==> config.mk <==
export PLATFORM = sky130hd
export DESIGN_NAME = hsv_to_rgb_converter
export DESIGN_NICKNAME = d
export VERILOG_FILES = /design/src/sv/hsv2rgb_pkg.sv /design/src/sv/hsv2rgb_sel.sv /design/src/sv/hsv_to_rgb_converter.sv
export SDC_FILE = /design/constraint.sdc
export NUM_CORES = 2
export LEC_CHECK = 0
export BUFFER_PORTS_ARGS = -buffer_cell sky130_fd_sc_hd__buf_2
export CAP_MARGIN = 15
export CORE_AREA = 4 4 390 392
export DETAILED_ROUTE_END_ITERATION = 10
export DIE_AREA = 0 0 394 396
export PLACE_DENSITY = 0.53
export SETUP_SLACK_MARGIN = 0.5
export SYNTH_ARGS = -nofsm -noshare
export SYNTH_HDL_FRONTEND = slang
export SYNTH_HIERARCHICAL = 1
export SYNTH_SLANG_ARGS = --single-unit
==> constraint.sdc <==
create_clock -name clk -period 20.6 [get_ports clk]
set_input_delay 0 -clock clk [delete_from_list [all_inputs] [get_ports clk]]
set_output_delay 0 -clock clk [all_outputs]
set_load 0.005 [all_outputs]
==> src/sv/hsv2rgb_pkg.sv <==
// shared types and constants for the hsv to rgb converter
package hsv2rgb_pkg;

  localparam int CH_W    = 17;
  localparam int HUE_W   = 16;
  localparam int TDATA_W = 72;

  typedef enum logic [2:0] {
    SEC_RED     = 3'd0,
    SEC_YELLOW  = 3'd1,
    SEC_GREEN   = 3'd2,
    SEC_CYAN    = 3'd3,
    SEC_BLUE    = 3'd4,
    SEC_MAGENTA = 3'd5
  } sector_t;

  typedef struct packed {
    sector_t          sector;
    logic [CH_W-1:0]  v;
    logic [CH_W-1:0]  p;
    logic [CH_W-1:0]  q;
    logic [CH_W-1:0]  t;
  } prod_t;

  typedef struct packed {
    logic [CH_W-1:0] red;
    logic [CH_W-1:0] green;
    logic [CH_W-1:0] blue;
  } rgb_t;

endpackage

==> src/sv/hsv2rgb_sel.sv <==
// sector based channel selection of v, p, q and t
module hsv2rgb_sel (
  input  hsv2rgb_pkg::prod_t prod,
  output hsv2rgb_pkg::rgb_t  rgb
);

  always_comb begin
    case (prod.sector)
      hsv2rgb_pkg::SEC_RED: begin
        rgb.red   = prod.v;
        rgb.green = prod.t;
        rgb.blue  = prod.p;
      end
      hsv2rgb_pkg::SEC_YELLOW: begin
        rgb.red   = prod.q;
        rgb.green = prod.v;
        rgb.blue  = prod.p;
      end
      hsv2rgb_pkg::SEC_GREEN: begin
        rgb.red   = prod.p;
        rgb.green = prod.v;
        rgb.blue  = prod.t;
      end
      hsv2rgb_pkg::SEC_CYAN: begin
        rgb.red   = prod.p;
        rgb.green = prod.q;
        rgb.blue  = prod.v;
      end
      hsv2rgb_pkg::SEC_BLUE: begin
        rgb.red   = prod.t;
        rgb.green = prod.p;
        rgb.blue  = prod.v;
      end
      default: begin
        rgb.red   = prod.v;
        rgb.green = prod.p;
        rgb.blue  = prod.q;
      end
    endcase
  end

endmodule

==> src/sv/hsv_to_rgb_converter.sv <==
// hsv to rgb converter top level, four register stages
// path: an accepted request is registered in stage 1, stage 2, stage 3 and the output register in turn
// throughput: one request per cycle while the output is not stalled, set by the two multiplier stages
// a stalled output holds every stage that has no empty stage after it; empty stages fill while stalled
// reset: synchronous, clears all stage valid bits, payload is not reset
module hsv_to_rgb_converter #(
  parameter int FRAC_BITS = 16
) (
  input  logic        clk,
  input  logic        rst,
  input  logic        s_axis_tvalid,
  output logic        s_axis_tready,
  // hue[15:0], saturation[32:16], brightness[49:33], opacity[66:50], zero pad
  input  logic [71:0] s_axis_tdata,
  output logic        m_axis_tvalid,
  input  logic        m_axis_tready,
  // red[16:0], green[33:17], blue[50:34], opacity_out[67:51], zero pad
  output logic [71:0] m_axis_tdata
);

  localparam int CW   = hsv2rgb_pkg::CH_W;
  localparam int HW   = hsv2rgb_pkg::HUE_W;
  localparam int OW   = FRAC_BITS + 1;
  localparam int MW   = (CW > OW) ? CW : OW;
  localparam int H6W  = HW + 3;
  localparam int SFW  = CW + FRAC_BITS;
  localparam int PW   = CW + OW;
  localparam int PAD  = hsv2rgb_pkg::TDATA_W - 4 * CW;
  localparam logic [OW-1:0] ONE = {1'b1, {FRAC_BITS{1'b0}}};

  // input unpack and clamping
  logic [HW-1:0]        hue;
  logic [CW-1:0]        saturation;
  logic [CW-1:0]        brightness;
  logic [CW-1:0]        opacity;
  logic [CW-1:0]        s_clamp;
  logic [CW-1:0]        v_clamp;
  logic [H6W-1:0]       h6;
  logic [HW-1:0]        f16;
  logic [FRAC_BITS-1:0] f;

  assign hue        = s_axis_tdata[HW-1:0];
  assign saturation = s_axis_tdata[HW +: CW];
  assign brightness = s_axis_tdata[HW + CW +: CW];
  assign opacity    = s_axis_tdata[HW + 2*CW +: CW];

  assign s_clamp = (MW'(saturation) > MW'(ONE)) ? CW'(ONE) : saturation;
  assign v_clamp = (MW'(brightness) > MW'(ONE)) ? CW'(ONE) : brightness;
  assign h6      = H6W'(hue) * H6W'(6);
  assign f16     = h6[HW-1:0];

  generate
    if (FRAC_BITS >= HW) begin : g_f_up
      assign f = FRAC_BITS'(f16) << (FRAC_BITS - HW);
    end else begin : g_f_down
      assign f = FRAC_BITS'(f16 >> (HW - FRAC_BITS));
    end
  endgenerate

  // stage control
  logic st1_valid, st2_valid, st3_valid, out_valid;
  logic rdy1, rdy2, rdy3, rdy_out;

  assign rdy_out       = !out_valid || m_axis_tready;
  assign rdy3          = !st3_valid || rdy_out;
  assign rdy2          = !st2_valid || rdy3;
  assign rdy1          = !st1_valid || rdy2;
  assign s_axis_tready = rdy1;
  assign m_axis_tvalid = out_valid;

  always_ff @(posedge clk) begin
    if (rst) begin
      st1_valid <= 1'b0;
      st2_valid <= 1'b0;
      st3_valid <= 1'b0;
      out_valid <= 1'b0;
    end else begin
      if (rdy1)    st1_valid <= s_axis_tvalid;
      if (rdy2)    st2_valid <= st1_valid;
      if (rdy3)    st3_valid <= st2_valid;
      if (rdy_out) out_valid <= st3_valid;
    end
  end

  // stage 1 registers: sector, fraction, clamped saturation and brightness, opacity
  hsv2rgb_pkg::sector_t st1_sector;
  logic [FRAC_BITS-1:0] st1_f;
  logic [CW-1:0]        st1_s;
  logic [CW-1:0]        st1_v;
  logic [CW-1:0]        st1_a;

  always_ff @(posedge clk) begin
    if (rdy1 && s_axis_tvalid) begin
      st1_sector <= hsv2rgb_pkg::sector_t'(h6[H6W-1:HW]);
      st1_f      <= f;
      st1_s      <= s_clamp;
      st1_v      <= v_clamp;
      st1_a      <= opacity;
    end
  end

  // stage 2: s*f, s*(1-f), 1-s
  logic [OW-1:0]  omf;
  logic [SFW-1:0] sf_prod;
  logic [PW-1:0]  s1f_prod;

  assign omf      = ONE - OW'(st1_f);
  assign sf_prod  = SFW'(st1_s) * SFW'(st1_f);
  assign s1f_prod = PW'(st1_s) * PW'(omf);

  hsv2rgb_pkg::sector_t st2_sector;
  logic [CW-1:0]        st2_sf;
  logic [CW-1:0]        st2_s1f;
  logic [OW-1:0]        st2_oms;
  logic [CW-1:0]        st2_v;
  logic [CW-1:0]        st2_a;

  always_ff @(posedge clk) begin
    if (rdy2 && st1_valid) begin
      st2_sector <= st1_sector;
      st2_sf     <= sf_prod[FRAC_BITS +: CW];
      st2_s1f    <= s1f_prod[FRAC_BITS +: CW];
      st2_oms    <= ONE - OW'(st1_s);
      st2_v      <= st1_v;
      st2_a      <= st1_a;
    end
  end

  // stage 3: p, q, t
  logic [OW-1:0] omq;
  logic [OW-1:0] omt;
  logic [PW-1:0] p_prod;
  logic [PW-1:0] q_prod;
  logic [PW-1:0] t_prod;

  assign omq    = ONE - OW'(st2_sf);
  assign omt    = ONE - OW'(st2_s1f);
  assign p_prod = PW'(st2_v) * PW'(st2_oms);
  assign q_prod = PW'(st2_v) * PW'(omq);
  assign t_prod = PW'(st2_v) * PW'(omt);

  hsv2rgb_pkg::prod_t st3_prod;
  logic [CW-1:0]      st3_a;

  always_ff @(posedge clk) begin
    if (rdy3 && st2_valid) begin
      st3_prod.sector <= st2_sector;
      st3_prod.v      <= st2_v;
      st3_prod.p      <= p_prod[FRAC_BITS +: CW];
      st3_prod.q      <= q_prod[FRAC_BITS +: CW];
      st3_prod.t      <= t_prod[FRAC_BITS +: CW];
      st3_a           <= st2_a;
    end
  end

  // stage 4: channel select into output register
  hsv2rgb_pkg::rgb_t rgb_sel;
  hsv2rgb_pkg::rgb_t out_rgb;
  logic [CW-1:0]     out_a;

  hsv2rgb_sel u_sel (
    .prod (st3_prod),
    .rgb  (rgb_sel)
  );

  always_ff @(posedge clk) begin
    if (rdy_out && st3_valid) begin
      out_rgb <= rgb_sel;
      out_a   <= st3_a;
    end
  end

  assign m_axis_tdata = {{PAD{1'b0}}, out_a, out_rgb.blue, out_rgb.green, out_rgb.red};

`ifndef SYNTHESIS
  a_accept_fills_stage1: assert property (@(posedge clk) disable iff (rst)
    s_axis_tvalid && s_axis_tready |=> st1_valid)
    else $error("accepted request did not reach stage 1");

  a_backpressure_only_when_full: assert property (@(posedge clk) disable iff (rst)
    !s_axis_tready |-> st1_valid && st2_valid && st3_valid && out_valid)
    else $error("input stalled with an empty stage");

  a_helpers_bounded: assert property (@(posedge clk) disable iff (rst)
    st3_valid |-> st3_prod.p <= st3_prod.v && st3_prod.q <= st3_prod.v &&
                  st3_prod.t <= st3_prod.v)
    else $error("helper value exceeds brightness");
`endif

endmodule
# Word-level counts from Yosys, hierarchy flattened
# Cells that the tools add are included.
# W data, S select, Z words.
[totals]
reg_bits = 317
latch_bits = 0
ram_bits = 0
mem_bits_ro = 0
n_memories = 0
[classes]
add_sub_neg = 4
multipliers = 6
n_div = 0
n_lt_le_gt_ge = 2
n_eq_ne = 4
shifts = 0
n_mux = 1
bitwise = 0
reduce_logical = 13
[op_table]
columns = ["op", "count"]
rows = [
  ["$pmux W51 S5", 1],
  ["$mul A17 B17 Y33", 4],
  ["$sub A17 B17 Y17 const A", 3],
  ["$gt A17 B17 Y1 const B", 2],
  ["$mul A17 B15 Y32", 1],
  ["$mul A16 B2 Y18 const B", 1],
  ["$sub A17 B16 Y17 const A", 1],
  ["$eq A3 B2 Y1 const B", 2],
  ["$logic_and A1 B1 Y1", 4],
  ["$logic_not A1 Y1", 4],
  ["$logic_or A1 B1 Y1", 4],
  ["$eq A3 B1 Y1 const B", 1],
  ["$eq A3 B3 Y1 const B", 1],
  ["$logic_not A3 Y1", 1],
]

# Logic depth before layout (Yosys ltp)
[logic_depth]
ltp_word = 6
mapped_depth = 33
depth_no_buf = 29

# Cells and area by module
# The synthesis kept the hierarchy.
[by_module_without_submodules]
columns = ["module", "n_inst", "cells_each", "area_each_um2"]
rows = [
  ["hsv_to_rgb_converter", 1, 5575, 54405.9],
  ["hsv2rgb_sel", 1, 252, 1770.4],
]

# Least setup slack after synthesis
# OpenSTA, ideal clock, no wires.
[synth_path]
path_kind = "register -> register"
start = "register st2_sf[0]"
end = "register st3_prod[25] (netlist name) (data pin)"
setup_ns = 0.259
arrival_time_ns = 7.564
path_slack_ns = 12.776
stages_incl_launch_ff = 31
synth_period_minus_slack_ns = 7.824
path_cell_list = "edfxtp_1 > clkbuf_1 > buf_1 > inv_1 > ha_1 > nand2_1 > or3_1 > or3_1 > buf_2 > nor3_1 > xnor2_1 > clkbuf_1 > nand2_1 > fa_1 > inv_1 > fa_1 > inv_1 > fa_1 > inv_1 > fa_1 > fa_1 > fa_1 > ha_1 > or4_1 > a41oi_1 > a211oi_1 > o21a_1 > o211ai_1 > nand2_1 > a21o_1 > xor2_1"
[synth_between]
elab_chain_cells = 2
[synth_lines]
columns = ["element", "line", "source"]
rows = [
  ["start, declared", "hsv_to_rgb_converter.sv:112", "logic [CW-1:0] st2_sf;"],
  ["start signal, assigned", "hsv_to_rgb_converter.sv:121", "st2_sf <= sf_prod[FRAC_BITS +: CW];"],
  ["$sub A17 B17 Y17", "hsv_to_rgb_converter.sv:136", "assign omq = ONE - OW'(st2_sf);"],
  ["$mul A17 B17 Y33", "hsv_to_rgb_converter.sv:139", "assign q_prod = PW'(st2_v) * PW'(omq);"],
  ["via q_prod[24]", "hsv_to_rgb_converter.sv:133", "logic [PW-1:0] q_prod;"],
  ["end, declared", "hsv_to_rgb_converter.sv:142", "hsv2rgb_pkg::prod_t st3_prod;"],
]
# The timed path passes the listed nets, and every way through them passes these cells.
# A chain may end at the register's enable or synchronous reset.

# Worst setup path after layout
[layout_path]
start = "register st2_sf[0]"
end = "register st3_prod[33] (netlist name) (data pin)"
# The elaborated chain is that of the path after synthesis.

==> flow_summary.yaml <==
outcome:
  status: "complete, no violations"
finish:
  fillers: 14900
  n_antenna_cell: 0
  design_area_um2: 61200
  seqCellArea_um2: 9480
  drive_gt1_frac: 0.0614
  final_common_cell: "inv_1"
  multi_input_area_um2: 40700
  layout.nets: 7579
  post-route-util: 0.411
  final_cell_mix: "1,326 x inv_1, 1,062 x fa_1, 924 x nand2_1, 531 x ha_1, 518 x and2_1"
  area_growth_pct: 8.93
placed_design:
  io_buffer_count: 140
  placed_cell_area_um2: 59100
  gp_congestion: 0.825
  dpl.hpwl_um: 107000
grt:
  antenna_found_initial: 4
  grt_max_degree: 92
  grt_pass1_wl_um: 238000
  grt_usage: 0.192
  first_global_vias: 42800
  overflow: 0
critical_path:
  crit_path_frequent_cell: "fa_1"
  crit_fanout: 19
  worstSetupPathType: "flip-flop to flip-flop"
  critPathArrivalTime_ps: 9390
  crit_required_ps: 20960
  cp-start-kind: "flip-flop"
  r2r_setup_slack_ps: 11570
  slowest_stage: "xor2_2"
  end_kind: "flip-flop"
  crit_buf_inv: 2
  slowest_delay_ps: 810
  worst_path_dominant_cell_family: "adder cells"
yosys:
  synth_seq_cells: 317
  netlist-cell-type-count: 77
  ys.flop_type: "edfxtp_1"
  synth-edff-count: 313
  ys_seq_area_frac: 0.169
  synth.avg_cell_area_um2: 9.64
  yosysWarnings: 6
  synth.cell_area_um2: 56200
  ys_async_sr_fraction: 0
  syn_inst: 5827
detailed_routing:
  wl_per_cell_um: 18.6
  routed_via_density: 4.96
  via_count: 39100
  ant_nets: 0
  drcViolationCount: 0
  first_iter_violations: 1946
  detail_route.first_pass.iterations: 7
  finalWirelength_um: 146000
floorplan:
  die_area_um2: 156000
  initial_utilization: 0.377
  fp.dieH_um: 396
  fp.coreArea_um2: 149000
  rows: 142
  num_io_pins: 150
  fp.dieW_um: 394
timing:
  setup_viol: 0
  max-slew-margin-rel: 0.266
  drv_slew: 0
  period_share: 0.438
  setup_tns_ps: 0
  worst_pin_slew_ps: 1090
  finalCriticalPeriod_ps: 9030
  fin_worst_skew_ps: 37.9
  rsz0062_at_grt: "no"
  finalHoldViolCount: 0
  fmax_ghz: 0.111
clock_tree:
  cts_max_level: 2
  numCtsBuffers: 40
  cts.clk_slew.worst_paths_ps: 70
  clk_latency_ps: 630
  cts.sink_count: 317
  cts_tree: "yes"
  cts_max_path_buffers: 3
  ctsResizeCount: 0
  clock-root-buffer: "clkbuf_16"
run:
  maxCapViolCount: 0
min_path:
  hp-class: "input pin to flip-flop"
-- stage by stage --
stage / setup slack [ps] / cells / hold WS, ps
final: 11570 / 7885 / 111
after global routing: 11160 / 7885 / 104
after global placement: 11660 / 7727 / 179
after detailed placement: 11660 / 7727 / 179
after CTS: 11610 / 7885 / 76.5
after floorplan: 12780 / 5830 / 69.1
-- metal layers --
metal / routed length (um) / vias to the layer above / track usage
met1: 64500 / 20200 / 0.259
li1: - / 17800 / -
met5: 13 / - / 0
met3: 7510 / 184 / 0.0241
met2: 70600 / 886 / 0.332
met4: 3730 / 2 / 0.0466
-- final timing paths --
path	end	startpoint	cells past startpoint
setup / recovery	st3_prod[33]$_DFFE_PP_	st2_sf[0]$_DFFE_PP_	25
hold / removal	st1_a[3]$_DFFE_PP_	s_axis_tdata[53]	2
setup reg to reg	st3_prod[33]$_DFFE_PP_	st2_sf[0]$_DFFE_PP_	25
hold reg to reg	st3_a[7]$_DFFE_PP_	st2_a[7]$_DFFE_PP_	0
-- cell type report --
type | count | share of cell area
repair buffers | 334 | 0.0387
flip-flops and latches | 317 | 0.155
multi-input cells | 3889 | 0.664
well taps | 1944 | 0.0397
clock inverters | 29 | 0.00413
clock buffers | 44 | 0.0166
inverters | 1328 | 0.0815
-- cells in the mapped netlist (all sizes together) (24+ instances only) --
library cell	count	share of area
a31oi	24	0.0027
nor3	42	0.0038
o221ai	35	0.0055
inv	1328	0.089
a21oi	94	0.0084
nand2	925	0.062
ha	531	0.12
clkbuf	256	0.017
a21o	29	0.0039
nor2	80	0.0055
o21ai	57	0.0051
fa	1062	0.38
buf	40	0.0043
nor2b	47	0.0052
xnor2	117	0.019
and2	518	0.058
edfxtp	313	0.17
xor2	52	0.0087
-- logic make-up (layout without fill, tap and decap cells) --
group,Yosys count,in the layout,synth area share
and+or+nand+nor,1744,1744,0.150
buffers and inverters,1624,1735,0.110
adders and majority gates,1593,1593,0.497
AOI/OAI and AO/OA,378,378,0.0466
DFF,317,317,0.169
xor gates and xnor gates,169,169,0.0272
other,1,4,0.0000668
muxes,1,1,0.000178
-- timing repair --
action	4_1_cts	5_1_grt
endpoints found under the hold margin	95	0
buffers inserted	0	0
hold buffers	85	0
-- flip-flops by register name, indices dropped and copies added (netlist names) --
| name | count |
|---|---|
| m_axis_tvalid | 1 |
| st2_sf | 17 |
| st1_f | 15 |
| st2_s1f | 17 |
| st2_sector | 3 |
| st1_sector | 3 |
| st3_valid | 1 |
| st1_v | 17 |
| m_axis_tdata | 51 |
| out_a | 17 |
| st1_valid | 1 |
| st2_valid | 1 |
| st2_a | 17 |
| st2_v | 17 |
| st1_s | 17 |
| st3_prod | 71 |
| st3_a | 17 |
| st2_oms | 17 |
| st1_a | 17 |
Power is not shown: default switching activity piles up to over one toggle a cycle in this logic, so the estimate is an artifact.
